<file path="src/hw/rtl/ewe_pkg.sv">
// Shared constants, codes and types of the editable wavetable engine.
package ewe_pkg;

  localparam int TABLE_DEPTH_DEF = 512;
  localparam int LEN_W   = 10;
  localparam int VS_W    = 3;
  localparam int RAD_W   = 7;
  localparam int REQ_W   = 3;
  localparam int X_W     = 9;
  localparam int Y_W     = 8;
  localparam int CFG_W   = 10;
  localparam int CFG_IW  = 2;
  localparam int FRAC_W  = 16;
  localparam int QUO_W   = 24;
  localparam int DEN_W   = 9;
  localparam int M_W     = 25;
  localparam int MX_W    = 10;
  localparam int PROD_W  = 40;
  localparam int B_W     = PROD_W - FRAC_W;
  localparam int DRAG_RECIP = 205;
  localparam int DRAG_RSH   = 10;

  localparam logic [Y_W-1:0]    NEUTRAL_LEVEL = 8'h80;
  localparam logic [LEN_W-1:0]  LEN_RESET     = 10'd500;
  localparam logic [VS_W-1:0]   VS_RESET      = 3'd1;
  localparam logic [RAD_W-1:0]  RAD_RESET     = 7'd20;

  localparam logic [CFG_IW-1:0] CFG_TABLE_LENGTH = 2'd0;
  localparam logic [CFG_IW-1:0] CFG_VOLUME_SHIFT = 2'd1;
  localparam logic [CFG_IW-1:0] CFG_DRAG_RADIUS  = 2'd2;

  localparam logic [REQ_W-1:0] REQ_PLAY   = 3'd0;
  localparam logic [REQ_W-1:0] REQ_SMOOTH = 3'd1;
  localparam logic [REQ_W-1:0] REQ_STROKE = 3'd2;
  localparam logic [REQ_W-1:0] REQ_DRAG   = 3'd3;
  localparam logic [REQ_W-1:0] REQ_CLEAR  = 3'd4;

  typedef enum logic [4:0] {
    S_CLR,
    S_IDLE,
    S_PLAY_RD,
    S_PLAY_OUT,
    S_SM_RDL,
    S_SM_RD1,
    S_SM_ZERO,
    S_SM_RUN,
    S_SM_LAST,
    S_ST_CHK,
    S_ST_DIV,
    S_ST_MB,
    S_ST_B,
    S_ST_RUN,
    S_ST_FLUSH,
    S_ST_END,
    S_DR_RUN,
    S_DR_LAST
  } state_t;

endpackage

</file>
<file path="src/hw/rtl/ewe_table.sv">
// Wave level memory: one write port, one registered read port.
module ewe_table #(
  parameter int DEPTH = ewe_pkg::TABLE_DEPTH_DEF,
  parameter int AW    = $clog2(DEPTH)
) (
  input  logic                     clk,
  input  logic                     we,
  input  logic [AW-1:0]            waddr,
  input  logic [ewe_pkg::Y_W-1:0]  wdata,
  input  logic                     re,
  input  logic [AW-1:0]            raddr,
  output logic [ewe_pkg::Y_W-1:0]  rdata
);

  logic [ewe_pkg::Y_W-1:0] mem [DEPTH];

  always_ff @(posedge clk) begin
    if (we) begin
      mem[waddr] <= wdata;
    end
  end

  always_ff @(posedge clk) begin
    if (re) begin
      rdata <= mem[raddr];
    end
  end

endmodule

</file>
<file path="config.mk">
export PLATFORM = sky130hd
export DESIGN_NAME = ewe_table
export DESIGN_NICKNAME = d
export VERILOG_FILES = /design/src/hw/rtl/ewe_pkg.sv /design/src/hw/rtl/ewe_table.sv
export SDC_FILE = /design/constraint.sdc
export NUM_CORES = 2
export LEC_CHECK = 0
export BUFFER_PORTS_ARGS = -buffer_cell sky130_fd_sc_hd__clkbuf_2
export CAP_MARGIN = 30
export CORE_MARGIN = 1.5
export CORE_UTILIZATION = 45
export CTS_BUF_LIST = sky130_fd_sc_hd__clkbuf_2 sky130_fd_sc_hd__clkbuf_4 sky130_fd_sc_hd__clkbuf_8
export CTS_CLUSTER_SIZE = 20
export DETAILED_ROUTE_END_ITERATION = 10
export PLACE_DENSITY = 0.56
export SLEW_MARGIN = 10
export SYNTH_ARGS = -nofsm -noshare
export SYNTH_HDL_FRONTEND = slang
export SYNTH_SLANG_ARGS = --single-unit
</file>
<file path="constraint.sdc">
create_clock -name clk -period 4.8 [get_ports clk]
set_clock_uncertainty 0.15 [all_clocks]
set_input_delay 0 -clock clk [delete_from_list [all_inputs] [get_ports clk]]
set_output_delay 0 -clock clk [all_outputs]
set_load 0.01 [all_outputs]
</file>
# After elaboration in Yosys (flattened, before gate mapping)
# Memories as Yosys holds them, arrays and structs flattened. A register that Yosys moved wholly into a read port is not among the register bits.
# Index checks and enable logic that the tools add are counted.
[totals] regBits=0 ramBits=4096 inputBits=29 output_inout_bits=8 word_cells=3 n_memories=1
[memory_table] name="mem" depth=512 width=8 read_ports=1 rd_clocked_by_memory_dff=1 write_ports=1 line="ewe_table.sv:15" rtl="logic [ewe_pkg::Y_W-1:0] mem [DEPTH];"
[op_classes] n_mux=2
[op_table] cell="1-bit 2-to-1 mux" count=2

# Longest topological paths before layout
[logic_depth] depth_word=2 depth_mapped=12 depth_no_buf=7

# Least setup slack after synthesis
# Ideal clock, no wire load.
[synth_path] path_type="input-to-reg" start="input raddr[0]" end="register rdata[0] (netlist name), read port of mem, data pin" setup_time_ns=0.257 t_arrival_ns=1.854 path_slack_ns=2.539 stages=10 path_cell_list="buf_4 > buf_12 > buf_12 > buf_2 > mux4_2 > o21ai_0 > nand3_1 > nand4_1 > o21ai_0 > o2111a_1"
[synth_lines] element="from (decl)" line="ewe_table.sv:11" rtl="input logic [AW-1:0] raddr,"
[synth_lines] element="to (decl)" line="ewe_table.sv:12" rtl="output logic [ewe_pkg::Y_W-1:0] rdata"

# Worst setup path in the final report
[layout_path] start="input waddr[4]" end="memory mem[26][1] (netlist name) (enable)"
[layout_lines] element="from (decl)" line="ewe_table.sv:8" rtl="input logic [AW-1:0] waddr,"
[layout_lines] element="to (decl)" line="ewe_table.sv:15"
# Straight into the memory's write port.

==> impl_metrics.ini <==
[outcome]
status = completed

[synthesis]
yosys.area.top_type = edfxtp_1
seq_area_frac_synth_pct = 77.0
synth_area_leaders = edfxtp_1 (77%), mux4_2 (9.2%), mux2i_1 (5.0%)
ys_ff_latch = 4104
synth_warnings = 0
netlist_area_um2 = 160000
synth-edff-count = 4104
yosys.area.top_type_share_pct = 77.0
async_flop_share_pct = 0
syn_nets = 8059
synthFlopType = edfxtp_1
synth_area_per_cell_um2 = 19.9
syn_inst = 8030
ys_types = 50

[clock_network]
clock_latency_ps = 1240
h-tree-depth = 6
clk_pin_slew_ps = 70
clockBufferDepth = 4
post-cts-setup-buffer-count = 0
cts.sink_count = 4104
cts_root_buf = clkbuf_8
cts_buffers = 662
cts_tree = built

[setup_path]
worstPathArrival_ps = 4410
crit_fanout = 16
slowest_stage = dlygate4sd3_1
crit_top_cell = dlygate4sd3_1
cp-end-kind = flop
path_cells = dlygate4sd3_1 -> clkbuf_2 -> nor2b_4 -> dlygate4sd3_1 -> nand2_1 -> nor2_1
required_ps = 5500
slowest_delay_ps = 1240
start_kind = input port
critPathKind = input port to flop

[die]
num_rows = 218
die_area_um2 = 359000
core_area_um2 = 353000
start_util_pct = 45.3
die_w_um = 599
die_y_um = 599
ioPinCount = 37

[global_routing]
first_global_vias = 83700
grt_max_degree = 163
grt-ovfl-total = 0
grt_pass1_wl_um = 622000
gr-usage-all-layers_pct = 24.3
antenna_found_initial = 24

[route]
wl_per_cell_um = 31.9
vias_per_cell = 5.99
via_count = 82600
routed_wl_um = 439000
drt_iter0_markers = 9160
ant_nets = 0
drc = 0
first_pass_iters = 6

[finish]
nets = 8568
final.fill_count = 28200
fin_area_um2 = 180000
fin_util_pct = 50.9
area_growth_pct = 12.4
drive_gt1_share_pct = 22.3
final_cells = 13800
most-common-layout-cells = edfxtp_1 (4,104), mux2i_1 (797), clkbuf_8 (665), mux4_2 (654), nor2_1 (594)
final_common_cell = edfxtp_1

[sta]
period_minus_slack_ps = 3710
fmax_mhz = 270
hold_viol_final = 0
post-route-period-util_pct = 77.3
worstMarginPinSlew_ps = 1220
rsz0062_at_grt = false
tns_ps = 0
finalMaxSlewViolations = 0
slew_headroom_pct = 19.0
finalSetupViolCount = 0

[run]
maxCapViolCount = 0

[power]
irDropWorstVdd_mv = 0.271
powerDensity_nw_per_um2 = 403
leakage_nw = 57.0

[place]
place_hpwl_um = 265000
io_buffers = 36
placedInstanceArea_um2 = 167000
gp_congestion = 0.865
dp.cells = 12600

[worst_hold_path]
min-delay-path-class = input port to flop
-- registers in the layout, summed over array words and instances (netlist names) --
signal	count
mem	4096
rdata	8
-- cell usage after synthesis (2+ instances only) --
cell / number
clkbuf_1: 265
o311ai_0: 5
a21oi_1: 194
buf_6: 64
o31ai_1: 13
buf_2: 57
nor3_1: 109
and3b_1: 4
a211o_1: 2
or2_2: 4
buf_4: 70
nor2b_1: 6
buf_12: 5
inv_1: 2
o2111a_1: 8
a22o_1: 5
a2111oi_0: 3
and2_1: 20
and3_1: 4
nor2_1: 597
a22oi_1: 61
a31oi_1: 2
nand3_1: 36
buf_8: 11
o221ai_1: 371
o211ai_1: 2
nand2_1: 111
buf_1: 41
nor3b_1: 8
nor4_1: 36
o22a_1: 3
o22ai_1: 163
mux2i_1: 797
edfxtp_1: 4104
mux4_2: 654
o21ai_0: 118
o41ai_1: 7
a211oi_1: 17
or3_1: 6
nand4_1: 32
nand2b_1: 4
-- report_power, final --
part	internal (mW)	switching [mW]
Sequential	39.5	0.0209
Combinational	1.21	2.57
Clock	15.4	13.9
-- kinds of logic (layout without fill, tap and decap cells) --
| kind of cell | Yosys count | after routing | synth area share, % |
|---|---|---|---|
| flip-flops | 4104 | 4104 | 77.0 |
| AO/OA/AOI/OAI | 979 | 979 | 4.31 |
| buffers and inverters | 516 | 1524 | 1.85 |
| multiplexers | 1451 | 1451 | 14.2 |
| AND/OR/NAND/NOR | 980 | 980 | 2.63 |
| other | 0 | 9 | 0 |
-- per-layer routing --
metal  wire length [um]  GRT usage [%]  part of all wire, %  up-vias
li1                   -              -                    -    34600
met1             182000           34.0                   42    43700
met2             210000           39.0                   48     3533
met3              32800           4.26                  7.5      723
met4              14200           7.50                  3.2        6
met5                 45              0                0.010        -
-- through the flow --
step,power (mW),setup WS [ps],hold WS [ps]
after floorplan,42.1,2540,-51.1
after global placement,43.9,271,323
after detailed placement,44.0,468,323
after CTS,73.0,1210,4.38
after global routing,74.7,1140,11.5
final,72.5,1090,89.1
-- worst max-delay path, delay by kind of cell --
kind / cells / cell delay (ps)
AND/OR/NAND/NOR: 3 / 2300
buffers and inverters: 3 / 2070
-- final timing paths --
check / cells after the start / from / end / slack, ps
worst max-delay path: 6 / waddr[4] / mem[26][1] / 1090
worst min-delay path: 7 / raddr[6] / rdata[6] / 90
worst max register to register: 9 / mem[57][3] / rdata[3] / 1150
worst min register to register: 6 / mem[486][7] / rdata[7] / 1160
-- what timing repair did --
item | in CTS | in global routing
resized for setup | 0 | 0
endpoints found under the setup margin | 0 | 0
hold buffers | 44 | 0
hold endpoints to repair | 5400 | 0
-- cell type report --
type	count	area (um^2)	area share, %
flip-flops and latches	4104	123000	68.5
multi-input cells	3410	34100	18.9
clock buffers	895	10900	6.05
well taps	4730	5920	3.29
repair buffers	358	3960	2.20
clock inverters	268	1740	0.967
diodes	9	22.5	0.0125
inverters	3	18.8	0.0104
Note: power is estimated with default switching activity, not from simulation.
