`src/hw/rtl/ewe_pkg.sv`:
```
// Shared constants, codes and types of the editable wavetable engine.
package ewe_pkg;

  localparam int TABLE_DEPTH_DEF = 512;
  localparam int LEN_W   = 10;
  localparam int VS_W    = 3;
  localparam int RAD_W   = 7;
  localparam int REQ_W   = 3;
  localparam int X_W     = 9;
  localparam int Y_W     = 8;
  localparam int CFG_W   = 10;
  localparam int CFG_IW  = 2;
  localparam int FRAC_W  = 16;
  localparam int QUO_W   = 24;
  localparam int DEN_W   = 9;
  localparam int M_W     = 25;
  localparam int MX_W    = 10;
  localparam int PROD_W  = 40;
  localparam int B_W     = PROD_W - FRAC_W;
  localparam int DRAG_RECIP = 205;
  localparam int DRAG_RSH   = 10;

  localparam logic [Y_W-1:0]    NEUTRAL_LEVEL = 8'h80;
  localparam logic [LEN_W-1:0]  LEN_RESET     = 10'd500;
  localparam logic [VS_W-1:0]   VS_RESET      = 3'd1;
  localparam logic [RAD_W-1:0]  RAD_RESET     = 7'd20;

  localparam logic [CFG_IW-1:0] CFG_TABLE_LENGTH = 2'd0;
  localparam logic [CFG_IW-1:0] CFG_VOLUME_SHIFT = 2'd1;
  localparam logic [CFG_IW-1:0] CFG_DRAG_RADIUS  = 2'd2;

  localparam logic [REQ_W-1:0] REQ_PLAY   = 3'd0;
  localparam logic [REQ_W-1:0] REQ_SMOOTH = 3'd1;
  localparam logic [REQ_W-1:0] REQ_STROKE = 3'd2;
  localparam logic [REQ_W-1:0] REQ_DRAG   = 3'd3;
  localparam logic [REQ_W-1:0] REQ_CLEAR  = 3'd4;

  typedef enum logic [4:0] {
    S_CLR,
    S_IDLE,
    S_PLAY_RD,
    S_PLAY_OUT,
    S_SM_RDL,
    S_SM_RD1,
    S_SM_ZERO,
    S_SM_RUN,
    S_SM_LAST,
    S_ST_CHK,
    S_ST_DIV,
    S_ST_MB,
    S_ST_B,
    S_ST_RUN,
    S_ST_FLUSH,
    S_ST_END,
    S_DR_RUN,
    S_DR_LAST
  } state_t;

endpackage

```
`src/hw/rtl/ewe_div.sv`:
```
// Restoring divider for the stroke slope, one quotient bit per cycle.
module ewe_div (
  input  logic                      clk,
  input  logic                      rst,
  input  logic                      start,
  input  logic [ewe_pkg::QUO_W-1:0] num,
  input  logic [ewe_pkg::DEN_W-1:0] den,
  output logic                      done,
  output logic [ewe_pkg::QUO_W-1:0] quot
);

  localparam int CNT_W = $clog2(ewe_pkg::QUO_W);

  logic                      busy;
  logic [CNT_W-1:0]          cnt;
  logic [ewe_pkg::DEN_W-1:0] rem;
  logic [ewe_pkg::DEN_W-1:0] den_r;
  logic [ewe_pkg::QUO_W-1:0] qr;
  logic [ewe_pkg::DEN_W:0]   rem2;
  logic                      ge;
  logic [ewe_pkg::DEN_W:0]   diff;

  always_comb begin
    rem2 = {rem, qr[ewe_pkg::QUO_W-1]};
    ge   = rem2 >= {1'b0, den_r};
    diff = rem2 - {1'b0, den_r};
  end

  always_ff @(posedge clk) begin
    if (rst) begin
      busy <= 1'b0;
      done <= 1'b0;
      cnt  <= '0;
    end else begin
      done <= 1'b0;
      if (start) begin
        busy  <= 1'b1;
        cnt   <= '0;
        rem   <= '0;
        qr    <= num;
        den_r <= den;
      end else if (busy) begin
        rem <= ge ? diff[ewe_pkg::DEN_W-1:0] : rem2[ewe_pkg::DEN_W-1:0];
        qr  <= {qr[ewe_pkg::QUO_W-2:0], ge};
        cnt <= cnt + 1'b1;
        if (cnt == CNT_W'(ewe_pkg::QUO_W - 1)) begin
          busy <= 1'b0;
          done <= 1'b1;
        end
      end
    end
  end

  assign quot = qr;

endmodule

```
`config.mk`:
```
export PLATFORM = sky130hd
export DESIGN_NAME = ewe_div
export DESIGN_NICKNAME = d
export VERILOG_FILES = /design/src/hw/rtl/ewe_pkg.sv /design/src/hw/rtl/ewe_div.sv
export SDC_FILE = /design/constraint.sdc
export NUM_CORES = 1
export LEC_CHECK = 0
export BUFFER_PORTS_ARGS = -buffer_cell sky130_fd_sc_hd__buf_2
export CORE_MARGIN = 3
export CORE_UTILIZATION = 26
export DETAILED_ROUTE_END_ITERATION = 6
export PLACE_DENSITY = 0.42
export SLEW_MARGIN = 20
export SYNTH_ARGS = -nofsm -noshare
export SYNTH_HDL_FRONTEND = slang
export SYNTH_SLANG_ARGS = --single-unit
```
`constraint.sdc`:
```
create_clock -name clk -period 2.9 [get_ports clk]
set_input_delay 0.145 -clock clk [delete_from_list [all_inputs] [get_ports clk]]
set_output_delay 0.145 -clock clk [all_outputs]
set_load 0.01 [all_outputs]
```
### Word level (Yosys, flattened, before mapping)

Cells that the tools add are included.

| cells by class | value |
|---|---|
| add/sub/neg operators | 2 |
| magnitude comparators | 1 |
| eq/ne operators | 1 |
| muxes and demuxes | 8 |
| bitwise gates (word level) | 2 |
| reductions and logical operators | 5 |

Operator list:

| kind | number |
|---|---|
| 24-bit two-way mux | 2 |
| 9-bit two-way mux | 2 |
| 10-bit by 9-bit greater-or-equal comparator with 1-bit output | 1 |
| 9-bit subtractor | 1 |
| 5-bit by 1-bit adder with 5-bit output, second input constant | 1 |
| 5-bit equality test, second input constant | 1 |
| 1-bit two-way mux | 4 |
| 2-bit AND reduction | 2 |
| 3-bit OR reduction | 1 |
| 1-bit NOT | 2 |
| 2-bit nonzero test | 1 |
| 2-bit OR reduction | 1 |

| storage, ports and cells | value |
|---|---|
| bits in registers | 49 |
| word-level logic and storage cells | 25 |

### Longest topological paths before layout

Gate-level depths: netlist of the first run.

| depth | value |
|---|---|
| depth after elaboration | 4 |
| gate-level depth with buffers | 9 |
| mapped depth without buffers | 9 |

### Least setup slack after synthesis of the first run

Ideal clock, no wire load.

| timing path | value |
|---|---|
| kind | reg-to-reg |
| from | reg busy |
| to | reg qr (netlist bit quot[0]), enable pin |
| setup time | 423 ps |
| arrival time | 2013 ps |
| data required time | 2477 ps |
| setup slack | 464 ps |
| stages on the path, launching flop included | 4 |
| clock period less this slack | 2436 ps |
| cell sequence | dfxtp_1 clkbuf_1 nor2_1 nor2_1 |

| on the way | value |
|---|---|
| cells in the longest elaborated chain, start to end | 2 |

Ends and longest elaborated chain:

| what | RTL line | text |
|---|---|---|
| start, declared | ewe_div.sv:14 | `logic busy;` |
| start signal, assigned | ewe_div.sv:31 | `busy <= 1'b0;` |
| start signal, assigned | ewe_div.sv:37 | `busy <= 1'b1;` |
| start signal, assigned | ewe_div.sv:47 | `busy <= 1'b0;` |
| 2-bit nonzero test (no source line) | - |  |
| 2-bit AND reduction (no source line) | - |  |
| end signal, assigned | ewe_div.sv:40 | `qr <= num;` |
| end signal, assigned | ewe_div.sv:44 | `qr <= {qr[ewe_pkg::QUO_W-2:0], ge};` |
| end, declared | ewe_div.sv:18 | `logic [ewe_pkg::QUO_W-1:0] qr;` |

Every way passes these cells.
A chain may end at the register's enable or synchronous reset.

### Final worst setup path of the first run

| timing path | value |
|---|---|
| from | reg qr (netlist bit quot[23]) |
| to | reg qr (netlist bit quot[0]) (data pin) |

| on the way | value |
|---|---|
| cells in the longest elaborated chain, start to end | 3 |

Ends and longest elaborated chain:

| what | RTL line | text |
|---|---|---|
| 10-bit by 9-bit greater-or-equal comparator with 1-bit output | ewe_div.sv:25 | `ge = rem2 >= {1'b0, den_r};` |
| 24-bit two-way mux | ewe_div.sv:42 | `end else if (busy) begin` |
| 24-bit two-way mux | ewe_div.sv:36 | `if (start) begin` |

Every way passes these cells. The select of a mux whose other input is x is not followed.

==> flow_summary.ini, run 1 <==
[clock_network]
postCtsSetupBuffers = 0
numCtsBuffers = 5
htreeDepth = 2
clock-sinks = 49
cts_resized = 0
clock_latency_ps = 300
cts_buffer_depth = 2
cts_tree = yes
clkTransAtPathRegs_ps = 90
cts_root_buffer = clkbuf_8
cts-hold-fix-buffers = 0

[place]
gp_congestion = 0.713
pre_cts_slack_ps = 318
place_area_um2 = 2830
io_buffers = 60
place_hpwl_mm = 3.61

[pwr]
clkPwrFrac = 0.255
p_sw_frac = 0.262
p_total_uw = 1530
leakagePower_uw = 0.00119
seqPwrFrac = 0.553
pwr_density_cell_nw_per_um2 = 526
ir_drop_uv = 187
power.switching_uw = 401
comb_power_share = 0.191
intPower_uw = 1130

[sta]
finalSetupTns_ps = 0
setup_slack_ps = 326
slew_headroom = 0.638
maxSlewViolCount = 0
setup_violations = 0
period_share = 0.888
max_freq_ghz = 0.388
clock_skew_ps = 6.12
worst_slew_pin_slew_ps = 540
rsz0062_at_grt = false
period_minus_slack_ps = 2570
final_hold_viol_count = 0

[final_layout]
area_growth_pct = 21.4
drive_above_1_share = 0.398
antenna_cells = 0
layout.nets = 295
final_cell_mix = buf_2, edfxtp_1, mux2_2
fillers = 907
design_area_um2 = 2910
postLayoutCoreUtil = 0.329
layout_commonest_cell = buf_2

[critical_path]
cp.required_ps = 2950
cp_slowest_cell = edfxtp_1
worstSetupPathType = reg2reg
start_kind = flip-flop
crit_chain = inv_1 -> ha_1 -> inv_1 -> fa_1 -> a21o_1 -> a221oi_2 -> o211ai_2 -> mux2_2
crit_family = compound AO/OA/AOI/OAI gates
cp_max_fo = 10
max_stage_delay_ps = 410
critPathArrivalTime_ps = 2630
crit_top_cell = inv_1
cp-end-kind = flip-flop
critPathBufInv = 2

[synth]
syn_avg_cell_area_um2 = 13.1
synth_top_area_share = 0.526
synthTopCellsByArea = edfxtp_1, mux2_2, dfxtp_1
synth_edf_count = 42
seq_area_frac_synth = 0.585
synth_area_um2 = 2400
synth_nets = 230
yosysTopAreaCell = edfxtp_1
ys_warn_count = 0
synth-async-reset-ratio = 0
synthFlopType = edfxtp_1
synth-seq-cells = 49
yosysUniqueCellTypes = 38
syn-instance-count = 183

[global_route]
grt_pass1_wl_mm = 8.37
grt_overflow = 0
grt_max_degree = 33
globalRouteTotalUtil = 0.103
grt_pass1_vias = 1696
antenna_found_initial = 1

[detailed_routing]
finalWirelength_mm = 4.98
drtPass1Iterations = 4
routedWlPerCell_um = 13.9
antenna_left = 0
first_iter_violations = 49
num_vias = 1618
viasPerCell = 4.53
drc = 0

[floorplan]
die_x_um = 102
die_area_um2 = 10400
io_pins = 61
fp-row-count = 34
coreArea_um2 = 8850
die_h_um = 102
start_util = 0.271

[run]
cap_viol_max_count = 0

[hold_path]
hold_path_class = in2reg

[status]
status = finished clean
## final cells by class
class                   count  area, um2  share of cell area
clock buffers               7       76.3              0.0262
repair buffers             63        323               0.111
inverters                  13       48.8              0.0168
multi-input cells         116        920               0.316
clock inverters             1       5.00             0.00172
flip-flops and latches     49       1400               0.482
well taps                 108        135              0.0465
## path summary, 6_finish.rpt
kind,start,endpoint,slack [ps],cells after the start
max reg2reg,quot[23],quot[0],330,8
min,den[4],den_r[4],20,1
max,quot[23],quot[0],330,8
min reg2reg,cnt[1],cnt[1],550,2
## through the flow
step           hold slack, ps  instances
2_1_floorplan             218        183
3_3_place_gp              323        349
3_5_place_dp              326        349
4_1_cts                  7.82        357
5_1_grt                  7.19        357
6_report                 17.9        357
## worst reg2reg max path, stage by stage (launching register included)
cell and delay (ps):
edfxtp_1 410, inv_1 80, ha_1 150, inv_1 50, fa_1 390, a21o_1 220, a221oi_2 410, o211ai_2 280
mux2_2 340
## logic make-up after synthesis
kind of cell,share of synthesized area
compound gates,0.0856
mux,0.117
buf+inv,0.0345
xor+xnor,0.0256
flops,0.585
simple gates,0.0919
fa+ha+maj,0.0606
## per-layer routing
metal,share of wire,global-route usage
met1,0.46,0.127
met2,0.45,0.163
met3,0.080,0.0416
met4,0.013,0.0333
met5,0.0026,0
## synth_stat cells (all sizes together) (4+ instances only)
cell and n:
a211oi 5, a21oi 8, dfxtp 7, edfxtp 42
ha 10, inv 13, mux2 24, nand2 13
nor2 14, xnor2 4
## flip-flops by register name, indices dropped and copies added (netlist names)
name and cells:
rem 9, done 1, den_r 9, busy 1
cnt 5, quot 24
## power by group through the flow
stage | clock (uW) | combinational (uW) | sequential [uW]
global placement | 0 | 300 | 865
floorplan | 0 | 196 | 871
finish | 391 | 293 | 848
CTS | 413 | 300 | 849
detailed placement | 0 | 298 | 864
global route | 436 | 332 | 855
Power figures use the tool's default switching activity.
==> inputs of run 2 (changes only) <==
Clock period 2.9 ns to 3.2 ns, I/O delays scaled along.
==> run 2 against run 1 <==
Compared with the run above:
- via count rose by 0.99%
- fmax fell by 0.25%
- sequential power fell by 9.3%
- sequential cell count did not move
- count of clock-buffer cells in the layout fell by 1
==> flow_summary.ini, run 2 (synthesis gave the netlist of run 1 again) <==
[status]
status = finished clean

[clock_network]
cts_tree = yes
cts-hold-fix-buffers = 0
postCtsSetupBuffers = 0
htreeDepth = 2
numCtsBuffers = 5
cts_buffer_depth = 2
clkTransAtPathRegs_ps = 100
cts_root_buffer = clkbuf_8
cts_resized = 0
clock-sinks = 49
clock_latency_ps = 300

[detailed_routing]
highest_layer = met5
drtPass1Iterations = 4
wl_met2_mm = 2.25
first_iter_violations = 38
num_vias = 1634
antenna_left = 0
finalWirelength_mm = 5.10
routedWlPerCell_um = 14.3
m1WireLength_mm = 2.36
drc = 0
viasPerCell = 4.59
wl_met3_um = 423

[run]
cap_viol_max_count = 0

[sta]
clock_skew_ps = 5.29
setup_slack_ps = 619
holdWs_ps = 30.3
finalSetupTns_ps = 0
worst_slew_pin_slew_ps = 926
setup_violations = 0
slew_headroom = 0.380
period_minus_slack_ps = 2580
max_freq_ghz = 0.388
maxSlewViolCount = 0
rsz0062_at_grt = false
period_share = 0.806
final_hold_viol_count = 0

[critical_path]
worstSetupPathType = reg2reg
cp-end-kind = flip-flop
critPathArrivalTime_ps = 2640
cp.required_ps = 3260
cp_max_fo = 10
start_kind = flip-flop

[final_layout]
layout.nets = 294
area_growth_pct = 21.3
seqCellArea_um2 = 1400
fillers = 945
drive_above_1_share = 0.399
postLayoutCoreUtil = 0.328
largest_reg_flops = 24
antenna_cells = 0
final_cell_mix = buf_2, edfxtp_1, mux2_2
layout_commonest_cell = buf_2
multi_input_area_um2 = 920

[pwr]
pwr_density_cell_nw_per_um2 = 485
ir_drop_uv = 188
leakagePower_uw = 0.00119

[global_route]
grt_pass1_wl_mm = 8.54
antenna_found_initial = 1
globalRouteTotalUtil = 0.104
grt_pass1_vias = 1794
grt_max_degree = 33
grt_overflow = 0

[place]
gp_congestion = 0.707
pre_cts_slack_ps = 612
io_buffers = 60
place_hpwl_mm = 3.61

[floorplan]
die_x_um = 102
io_pins = 61
die_h_um = 102
fp-row-count = 34
die_area_um2 = 10400
coreArea_um2 = 8850
start_util = 0.271

[hold_path]
hold_path_class = in2reg
run 2: changes by cell type in the layout (fill, tap and decap cells not counted), sizes merged:
cell and delta:
inv +1, clkbuf -1, buf -1
run 2: layout make-up:
cell class / count / share of cell area
sequential: 49 / 0.482
multi-input combinational: 116 / 0.316
timing repair buffer: 62 / 0.108
tap: 108 / 0.0465
clock buffer: 6 / 0.0250
inverter: 13 / 0.0168
clock inverter: 2 / 0.00474
run 2: path summary, 6_finish.rpt:
check / from / end / slack, ps / cells after the start
worst max register to register: quot[23] / quot[0] / 620 / 8
worst min-delay path: den[3] / den_r[3] / 30 / 1
worst min register to register: cnt[4] / cnt[4] / 520 / 2
worst max-delay path: quot[23] / quot[0] / 620 / 8
run 2: where the power goes:
part / switching (uW) / leakage, uW / internal [uW]
registers: 20.8 / 0.000458 / 748
logic: 145 / 0.000683 / 121
clock network: 220 / 0.0000456 / 156
total: 385 / 0.00119 / 1030
run 2: per-layer routing:
| layer | vias to the layer above | global-route usage |
|---|---|---|
| li1 | 802 | - |
| met1 | 779 | 0.130 |
| met2 | 44 | 0.165 |
| met3 | 7 | 0.0457 |
| met4 | 2 | 0.0303 |
| met5 | - | 0 |
run 2: critical path: stages, from the launching register on:
cell	delay (ps)
edfxtp_1	420
inv_1	80
ha_1	150
inv_1	50
fa_1	390
a21o_1	220
a221oi_2	400
o211ai_2	290
mux2_2	350
run 2: stage by stage:
step	cell area (um2)	power [uW]	std cells
6_report	2910	1410	356
2_1_floorplan	2400	967	183
3_3_place_gp	2820	1060	348
4_1_cts	2910	1430	356
3_5_place_dp	2820	1050	348
5_1_grt	2910	1490	356
