[src/hw/rtl/ewe_pkg.sv]
// Shared constants, codes and types of the editable wavetable engine.
package ewe_pkg;

  localparam int TABLE_DEPTH_DEF = 512;
  localparam int LEN_W   = 10;
  localparam int VS_W    = 3;
  localparam int RAD_W   = 7;
  localparam int REQ_W   = 3;
  localparam int X_W     = 9;
  localparam int Y_W     = 8;
  localparam int CFG_W   = 10;
  localparam int CFG_IW  = 2;
  localparam int FRAC_W  = 16;
  localparam int QUO_W   = 24;
  localparam int DEN_W   = 9;
  localparam int M_W     = 25;
  localparam int MX_W    = 10;
  localparam int PROD_W  = 40;
  localparam int B_W     = PROD_W - FRAC_W;
  localparam int DRAG_RECIP = 205;
  localparam int DRAG_RSH   = 10;

  localparam logic [Y_W-1:0]    NEUTRAL_LEVEL = 8'h80;
  localparam logic [LEN_W-1:0]  LEN_RESET     = 10'd500;
  localparam logic [VS_W-1:0]   VS_RESET      = 3'd1;
  localparam logic [RAD_W-1:0]  RAD_RESET     = 7'd20;

  localparam logic [CFG_IW-1:0] CFG_TABLE_LENGTH = 2'd0;
  localparam logic [CFG_IW-1:0] CFG_VOLUME_SHIFT = 2'd1;
  localparam logic [CFG_IW-1:0] CFG_DRAG_RADIUS  = 2'd2;

  localparam logic [REQ_W-1:0] REQ_PLAY   = 3'd0;
  localparam logic [REQ_W-1:0] REQ_SMOOTH = 3'd1;
  localparam logic [REQ_W-1:0] REQ_STROKE = 3'd2;
  localparam logic [REQ_W-1:0] REQ_DRAG   = 3'd3;
  localparam logic [REQ_W-1:0] REQ_CLEAR  = 3'd4;

  typedef enum logic [4:0] {
    S_CLR,
    S_IDLE,
    S_PLAY_RD,
    S_PLAY_OUT,
    S_SM_RDL,
    S_SM_RD1,
    S_SM_ZERO,
    S_SM_RUN,
    S_SM_LAST,
    S_ST_CHK,
    S_ST_DIV,
    S_ST_MB,
    S_ST_B,
    S_ST_RUN,
    S_ST_FLUSH,
    S_ST_END,
    S_DR_RUN,
    S_DR_LAST
  } state_t;

endpackage

[src/hw/rtl/ewe_alu.sv]
// Shared arithmetic: registered line multiplier, neighbor average, drag step, line clamp.
module ewe_alu (
  input  logic                              clk,
  input  logic signed [ewe_pkg::M_W-1:0]    mul_a,
  input  logic [ewe_pkg::X_W-1:0]           mul_x,
  input  logic signed [ewe_pkg::B_W-1:0]    b_term,
  input  logic [ewe_pkg::Y_W-1:0]           avg_a,
  input  logic [ewe_pkg::Y_W-1:0]           avg_b,
  input  logic [ewe_pkg::Y_W-1:0]           drag_d,
  input  logic [ewe_pkg::Y_W-1:0]           drag_y,
  output logic signed [ewe_pkg::PROD_W-1:0] prod,
  output logic [ewe_pkg::Y_W-1:0]           avg_o,
  output logic [ewe_pkg::Y_W-1:0]           drag_o,
  output logic [ewe_pkg::Y_W-1:0]           line_o
);

  localparam int YW = ewe_pkg::Y_W;
  localparam int PW = ewe_pkg::PROD_W;
  localparam int FW = ewe_pkg::FRAC_W;

  logic signed [ewe_pkg::MX_W-1:0]          mul_b;
  logic signed [ewe_pkg::M_W+ewe_pkg::MX_W-1:0] prod_raw;
  logic [YW:0]                              sum_a;
  logic [YW:0]                              sum_d;
  logic signed [YW:0]                       delta;
  logic [YW-1:0]                            mag;
  logic [2*YW-1:0]                          scaled;
  logic [YW-1:0]                            fifth;
  logic signed [PW-1:0]                     q;

  always_comb begin
    mul_b    = $signed({1'b0, mul_x});
    prod_raw = mul_a * mul_b;

    sum_a = {1'b0, avg_a} + {1'b0, avg_b};
    avg_o = sum_a[YW:1];

    sum_d  = {1'b0, drag_d} + {1'b0, drag_y};
    delta  = $signed({1'b0, drag_d}) - $signed({1'b0, sum_d[YW:1]});
    mag    = delta[YW] ? YW'(-delta) : delta[YW-1:0];
    scaled = mag * (2*YW)'(ewe_pkg::DRAG_RECIP);
    fifth  = YW'(scaled >> ewe_pkg::DRAG_RSH);
    drag_o = delta[YW] ? drag_d + fifth : drag_d - fifth;

    q = prod + $signed({b_term, {FW{1'b0}}});
    if (q[PW-1]) begin
      line_o = '0;
    end else if (|q[PW-1:FW+YW]) begin
      line_o = '1;
    end else begin
      line_o = q[FW+YW-1:FW];
    end
  end

  always_ff @(posedge clk) begin
    prod <= PW'(prod_raw);
  end

endmodule

[config.mk]
export PLATFORM = sky130hd
export DESIGN_NAME = ewe_alu
export DESIGN_NICKNAME = d
export VERILOG_FILES = /design/src/hw/rtl/ewe_pkg.sv /design/src/hw/rtl/ewe_alu.sv
export SDC_FILE = /design/constraint.sdc
export NUM_CORES = 1
export LEC_CHECK = 0
export BUFFER_PORTS_ARGS = -buffer_cell sky130_fd_sc_hd__buf_2
export CAP_MARGIN = 20
export CORE_MARGIN = 2
export CORE_UTILIZATION = 67
export DETAILED_ROUTE_END_ITERATION = 8
export PLACE_DENSITY_LB_ADDON = 0.2
export SLEW_MARGIN = 20
export SYNTH_ARGS = -nofsm -noshare
export SYNTH_HDL_FRONTEND = slang
export SYNTH_SLANG_ARGS = --single-unit
[constraint.sdc]
create_clock -name clk -period 26.2 [get_ports clk]
set_input_delay 5.24 -clock clk [delete_from_list [all_inputs] [get_ports clk]]
set_output_delay 5.24 -clock clk [all_outputs]
set_load 0.02 [all_outputs]
After elaboration in Yosys (flattened, before gate mapping) --
Cells that the tools add are included.
Storage, ports and cells: logic and storage cells 15, input bits 91, flip-flop bits (word level) 35
Cells by class: $add $sub $neg 7, reduce and logical (&&, ||, !) cells 1, muxes and demuxes 4, $mul 2
Operator list (number):
- $add 35x40->40 | 1
- $mul 25x10->35 | 1
- $mux 8 | 4
- $add 8x8->9 | 2
- $mul 8x8->16 const B | 1
- $reduce_or 16->1 | 1
- $sub 8x8->9 | 1
- $add 8x6->8 | 1
- $neg 8->8 | 1
- $sub 8x6->8 | 1

Depth between registers and ports, before layout --
Gate-level depths: netlist of the first run.
depth after elaboration 7, gate-level depth with buffers 46, mapped depth without buffers 45

Least setup slack after synthesis of the first run --
Ideal clock, no wire load.
path type input to output, from input drag_d[0] (netlist bit), to output drag_o[7] (netlist bit), buffers on the path 1, required time 20.960 ns, cell stages on the path 45, setup slack 6.882 ns, data arrival time 14.078 ns, path through and2_1 -> fa_1 -> a21oi_1 -> nor2_1 -> nor2_1 -> o21bai_1 -> a21oi_1 -> xnor2_1 -> ha_1 -> o21ai_0 -> nand2b_1 -> o211a_1 -> nor2_1 -> clkbuf_1 -> o21ai_0 -> xnor2_1 -> ha_1 -> ha_1 -> (+9 left out) -> a31oi_1 -> xnor2_1 -> ha_1 -> inv_1 -> nor2_1 -> o2111ai_1 -> nand2_1 -> a22o_1 -> a31oi_1 -> xnor2_1 -> ha_1 -> a21oi_1 -> o21bai_1 -> a21oi_1 -> xor2_1 -> nand2b_1 -> o31ai_1 -> a311oi_2
On the way: longest elaborated chain between the ends 7, elaborated cells between the ends (all ways) 8, those cells by class add/sub: 5; mul: 1; mux: 2
Ends and longest elaborated chain:
- start: declaration | line ewe_alu.sv:9 | input logic [ewe_pkg::Y_W-1:0] drag_d,
- $add 8x8->9 | line ewe_alu.sv:38 | sum_d = {1'b0, drag_d} + {1'b0, drag_y};
- $sub 8x8->9 | line ewe_alu.sv:39 | delta = $signed({1'b0, drag_d}) - $signed({1'b0, sum_d[YW:1]});
- $neg 8->8 | line ewe_alu.sv:40 | mag = delta[YW] ? YW'(-delta) : delta[YW-1:0];
- $mux 8 | line ewe_alu.sv:40
- $mul 8x8->16 | line ewe_alu.sv:41 | scaled = mag * (2*YW)'(ewe_pkg::DRAG_RECIP);
- $sub 8x6->8 or $add 8x6->8 (tied branches) | line ewe_alu.sv:43 | drag_o = delta[YW] ? drag_d + fifth : drag_d - fifth;
- $mux 8 * | line ewe_alu.sv:43
- end: declaration | line ewe_alu.sv:13 | output logic [ewe_pkg::Y_W-1:0] drag_o,
Every way passes the cells marked *; elsewhere a longest branch is shown, timed or not.

Worst setup path after layout of the first run --
Ends and elaborated chain as after synthesis.

==> impl_metrics.toml, run 1 <==
[placement]
dpl.hpwl_mm = 23.7
gp_congestion = 0.859
placedCellCount = 1833
portBuffers = 154

[layout]
num-fill-cells = 1449
fin_util = 0.740
largest_reg_flops = 35
instances_no_fill = 1841
multi_input_area_mm2 = 0.0108
seq_area_um2 = 701
finalNetCount = 2069
regMostFlops = "prod"
drive_gt1_frac = 0.115
syn_to_final_growth_pct = 8.45
antennaDiodeCount = 0
top_regs = "prod x35"

[clock_tree]
cts_buffers = 5
cts_buffer_depth = 2
postCtsResizedCells = 0
htree_levels = 2
tritoncts = "done"
hold_buffers = 0
post_cts_buffers = 0
cts.sink_count = 35
cts_root_buffer = "clkbuf_16"
path_clk_slew_ns = 0.06

[critical_path]
crit_slowest_cell = "nor2_1"
end_kind = "primary output"
arrival_ns = 15.52
cp_common_cell = "ha_1"
cp-start-kind = "input pin"
crit_type = "input pin to primary output"
worstPathRequired_ns = 20.96
path_max_fanout = 17
cpPeakStageDelay_ns = 0.73

[floorplanning]
initial_core_util = 0.683
core_area_mm2 = 0.0186
die_w_um = 142
die_y_um = 142
io_pins = 155
die-area_mm2 = 0.0201
rows = 50

[sta]
relSlewSlack = 0.360
rsz0062_at_grt = "no"
holdWs_ns = 5.28
slew_viol_final = 0
hold_viol_final = 0
period_share = 0.792
tns_ns = 0
worstMarginPinSlew_ns = 0.956
setup_viol = 0
fmax_ghz = 0.0482
period_needed_ns = 20.76

[grt]
track_usage = 0.292
grt_pass1_wl_mm = 48.1
grt_max_degree = 26
antenna_found_initial = 0
grt.overflow.total = 0
grt_pass1_vias = 10400

[synthesis]
synth_top_area_cell = "fa_1"
ys.flop_type = "dfxtp_1"
synth.cell_area_mm2 = 0.0127
synth.ff_latch_count = 35
synth_common_cells = "inv_1, fa_1, ha_1"
synth_seq_area_share = 0.0551
synth_most_common_cell = "inv_1"
synth.top_cell.area_share = 0.316
avgSynthCellArea_um2 = 8.59
synth_area_leaders = "fa_1, ha_1, inv_1"
async_reset_ff_frac = 0
syn_inst = 1482
synth.distinct_cells = 80
synth_edf_count = 0
syn-num-nets = 1945
yosys_warnings = 0

[flow_run]
cap_violations = 0

[route]
num_vias = 10400
wl_per_cell_um = 15.4
route.detailed.drc = 0
vias_per_cell = 5.62
first_pass_iters = 5
drtIter0Drc = 421
wirelength_mm = 28.3
ant_nets = 0

[status]
status = "finished clean"

[worst_hold_path]
hold_class = "input pin to flop"
critical path, delay by kind of cell:
kind,cells,cell delay [ns]
AOI/OAI and AO/OA,18,3.57
adders and majority gates,9,3.21
and+or+nand+nor,8,1.51
xor gates and xnor gates,5,1.11
buffers and inverters,5,0.53
muxes,1,0.32
final timing paths:
check | start | end | slack (ns) | cells past startpoint
min | mul_a[0] | prod[0]$_DFF_P_ | 5.28 | 2
max | drag_d[0] | drag_o[7] | 5.44 | 46
metal layers:
layer / part of all wire / global-route usage / wire length (µm)
met2: 0.47 / 0.504 / 13400
met3: 0.061 / 0.0324 / 1740
met5: 0 / 0 / 0
met4: 0.017 / 0.0647 / 495
met1: 0.45 / 0.400 / 12700
cell type report:
type                    count  share of cell area
clock buffers               5             0.00907
clock inverters             3             0.00317
inverters                 287              0.0781
multi-input cells        1123               0.782
flip-flops and latches     35              0.0508
well taps                 234              0.0212
repair buffers            154              0.0558
cells in the final DEF (no fill, tap or decap), types with 4 or more instances in the layout:
cell type / Yosys / layout
inv_1: 287 / 287
fa_1: 201 / 201
ha_1: 171 / 171
and2_1: 154 / 154
buf_2: 0 / 154
nand2_1: 108 / 108
a21oi_1: 83 / 83
nor2_1: 56 / 56
xnor2_1: 56 / 56
o21ai_0: 35 / 35
dfxtp_1: 35 / 35
a21o_1: 31 / 31
xor2_1: 26 / 26
nand3_1: 22 / 22
nor3_1: 15 / 15
o21bai_1: 14 / 14
nor2b_1: 10 / 10
nand2b_1: 10 / 10
a211oi_1: 9 / 9
a31oi_1: 9 / 9
nand4_1: 8 / 8
o21ai_1: 5 / 5
or3_1: 5 / 5
and3_1: 5 / 5
o21a_1: 5 / 5
mux2i_1: 5 / 5
clkbuf_16: 0 / 5
or2_2: 4 / 4
o211ai_1: 4 / 4
cells by family (layout without fill, tap and decap cells):
logic type / count (synthesis) / after routing / share of synthesized area
adders and majority gates: 372 / 372 / 0.484
AOI/OAI and AO/OA: 239 / 239 / 0.125
DFF: 35 / 35 / 0.0551
muxes: 7 / 7 / 0.00570
and+or+nand+nor: 421 / 421 / 0.174
xor gates and xnor gates: 84 / 84 / 0.0590
buffers and inverters: 324 / 449 / 0.0970
through the flow:
| step | setup WS (ns) | area (µm²) |
|---|---|---|
| 5_1_grt | 4.66 | 13800 |
| 4_1_cts | 5.54 | 13800 |
| 2_1_floorplan | 6.88 | 12700 |
| 6_report | 5.44 | 13800 |
| 3_5_place_dp | 5.55 | 13600 |
| 3_3_place_gp | 5.92 | 13600 |
Power of run 1 is not shown: default switching activity piles up to over one toggle a cycle in this logic, so the estimate is an artifact.
==> run 2: changes to the inputs <==
--- a/config.mk
+++ b/config.mk
@@ -8,7 +8,7 @@
 export BUFFER_PORTS_ARGS = -buffer_cell sky130_fd_sc_hd__buf_2
 export CAP_MARGIN = 20
 export CORE_MARGIN = 2
-export CORE_UTILIZATION = 67
+export CORE_UTILIZATION = 56
 export DETAILED_ROUTE_END_ITERATION = 8
 export PLACE_DENSITY_LB_ADDON = 0.2
 export SLEW_MARGIN = 20
==> constraint.sdc (replaced) <==
create_clock -name clk -period 17.2 [get_ports clk]
set_input_delay 3.44 -clock clk [delete_from_list [all_inputs] [get_ports clk]]
set_output_delay 3.44 -clock clk [all_outputs]
set_load 0.02 [all_outputs]
==> impl_metrics.toml, run 2 (synthesis gave the netlist of run 1 again) <==
[status]
status = "finished clean"

[layout]
regMostFlops = "prod"
top_regs = "prod x35"
finalNetCount = 2071
antennaDiodeCount = 0
largest_reg_flops = 35
final_cell_mix = "inv_1, fa_1, ha_1"
drive_gt1_frac = 0.117
syn_to_final_growth_pct = 9.18
instances_no_fill = 1894
num-fill-cells = 2010
fin_util = 0.617
final_common_cell = "inv_1"

[placement]
dpl.hpwl_mm = 23.9
gp_congestion = 0.850
portBuffers = 154
placedCellCount = 1886

[floorplanning]
core_area_mm2 = 0.0225
io_pins = 155
die_y_um = 155
initial_core_util = 0.566
die_w_um = 155
die-area_mm2 = 0.0239
rows = 55

[clock_tree]
cts_buffer_depth = 2
cts_buffers = 5
path_clk_slew_ns = 0.06
cts.sink_count = 35
tritoncts = "done"
htree_levels = 2
cts_root_buffer = "clkbuf_16"
post_cts_buffers = 0

[sta]
period_needed_ns = 16.41
setup_viol = 0
relSlewSlack = 0.504
worstMarginPinSlew_ns = 0.738
hold_viol_final = 0
period_share = 0.954
fmax_ghz = 0.0609
tns_ns = 0
rsz0062_at_grt = "no"
slew_viol_final = 0

[critical_path]
end_kind = "primary output"
cp_common_cell = "ha_1"
cp_num_buf_inv = 5
path_max_fanout = 10
cp-start-kind = "input pin"
arrival_ns = 12.97
crit_family = "compound AO/OA/AOI/OAI gates"
worstPathRequired_ns = 13.76
cpPeakStageDelay_ns = 0.54
crit_type = "input pin to primary output"
crit_slowest_cell = "fa_1"

[worst_hold_path]
hold_class = "input pin to flop"
min_to = "prod[0]$_DFF_P_"
hold_depth = 2
hp-start = "mul_a[0]"

[route]
route.detailed.drc = 0
num_vias = 10300
first_pass_iters = 5
wirelength_mm = 28.4
wl_per_cell_um = 15.0
ant_nets = 0
drtIter0Drc = 430
vias_per_cell = 5.42

[grt]
grt_pass1_wl_mm = 48.8
grt_pass1_vias = 10500
grt.overflow.total = 0
antenna_found_initial = 0
track_usage = 0.246
grt_max_degree = 26

[flow_run]
cap_violations = 0
[run 2: final cells by class]
class | instances | area (µm²) | share of cell area
Tap cell | 285 | 357 | 0.0257
Clock inverter | 3 | 43.8 | 0.00315
Inverter | 287 | 1080 | 0.0775
Multi-Input combinational cell | 1123 | 10800 | 0.778
Clock buffer | 5 | 125 | 0.00900
Sequential cell | 35 | 701 | 0.0504
Timing Repair Buffer | 156 | 786 | 0.0566
[run 2: per-stage QoR]
stage	area (µm²)	hold slack, ns	worst slack (ns)
after floorplan	12700	3.57	1.48
after global placement	13700	3.78	0.915
after detailed placement	13700	3.79	0.711
after CTS	13900	3.49	0.671
after global routing	13900	3.52	0.0162
final	13900	3.49	0.788
[run 2: worst max path at each step]
stage,endpoint,from,cells past startpoint
after floorplan,drag_o[7],drag_d[0],45
after global placement,drag_o[7],drag_d[0],46
after detailed placement,drag_o[7],drag_d[1],45
after CTS,drag_o[7],drag_d[0],46
after global routing,drag_o[7],drag_d[0],45
final,drag_o[7],drag_d[0],45
[run 2: repair_timing]
action                     in CTS  in global routing
resized for setup               0                  3
setup endpoints to repair       0                  1
hold buffers                    0                  0
[run 2: routing by layer]
| layer | share of wire | vias up | track usage |
|---|---|---|---|
| li1 | - | 4995 | - |
| met1 | 0.48 | 5012 | 0.339 |
| met2 | 0.47 | 231 | 0.432 |
| met3 | 0.040 | 19 | 0.0219 |
| met4 | 0.0081 | 0 | 0.0362 |
| met5 | 0 | - | 0 |
Power of run 2 is left out for the same reason.
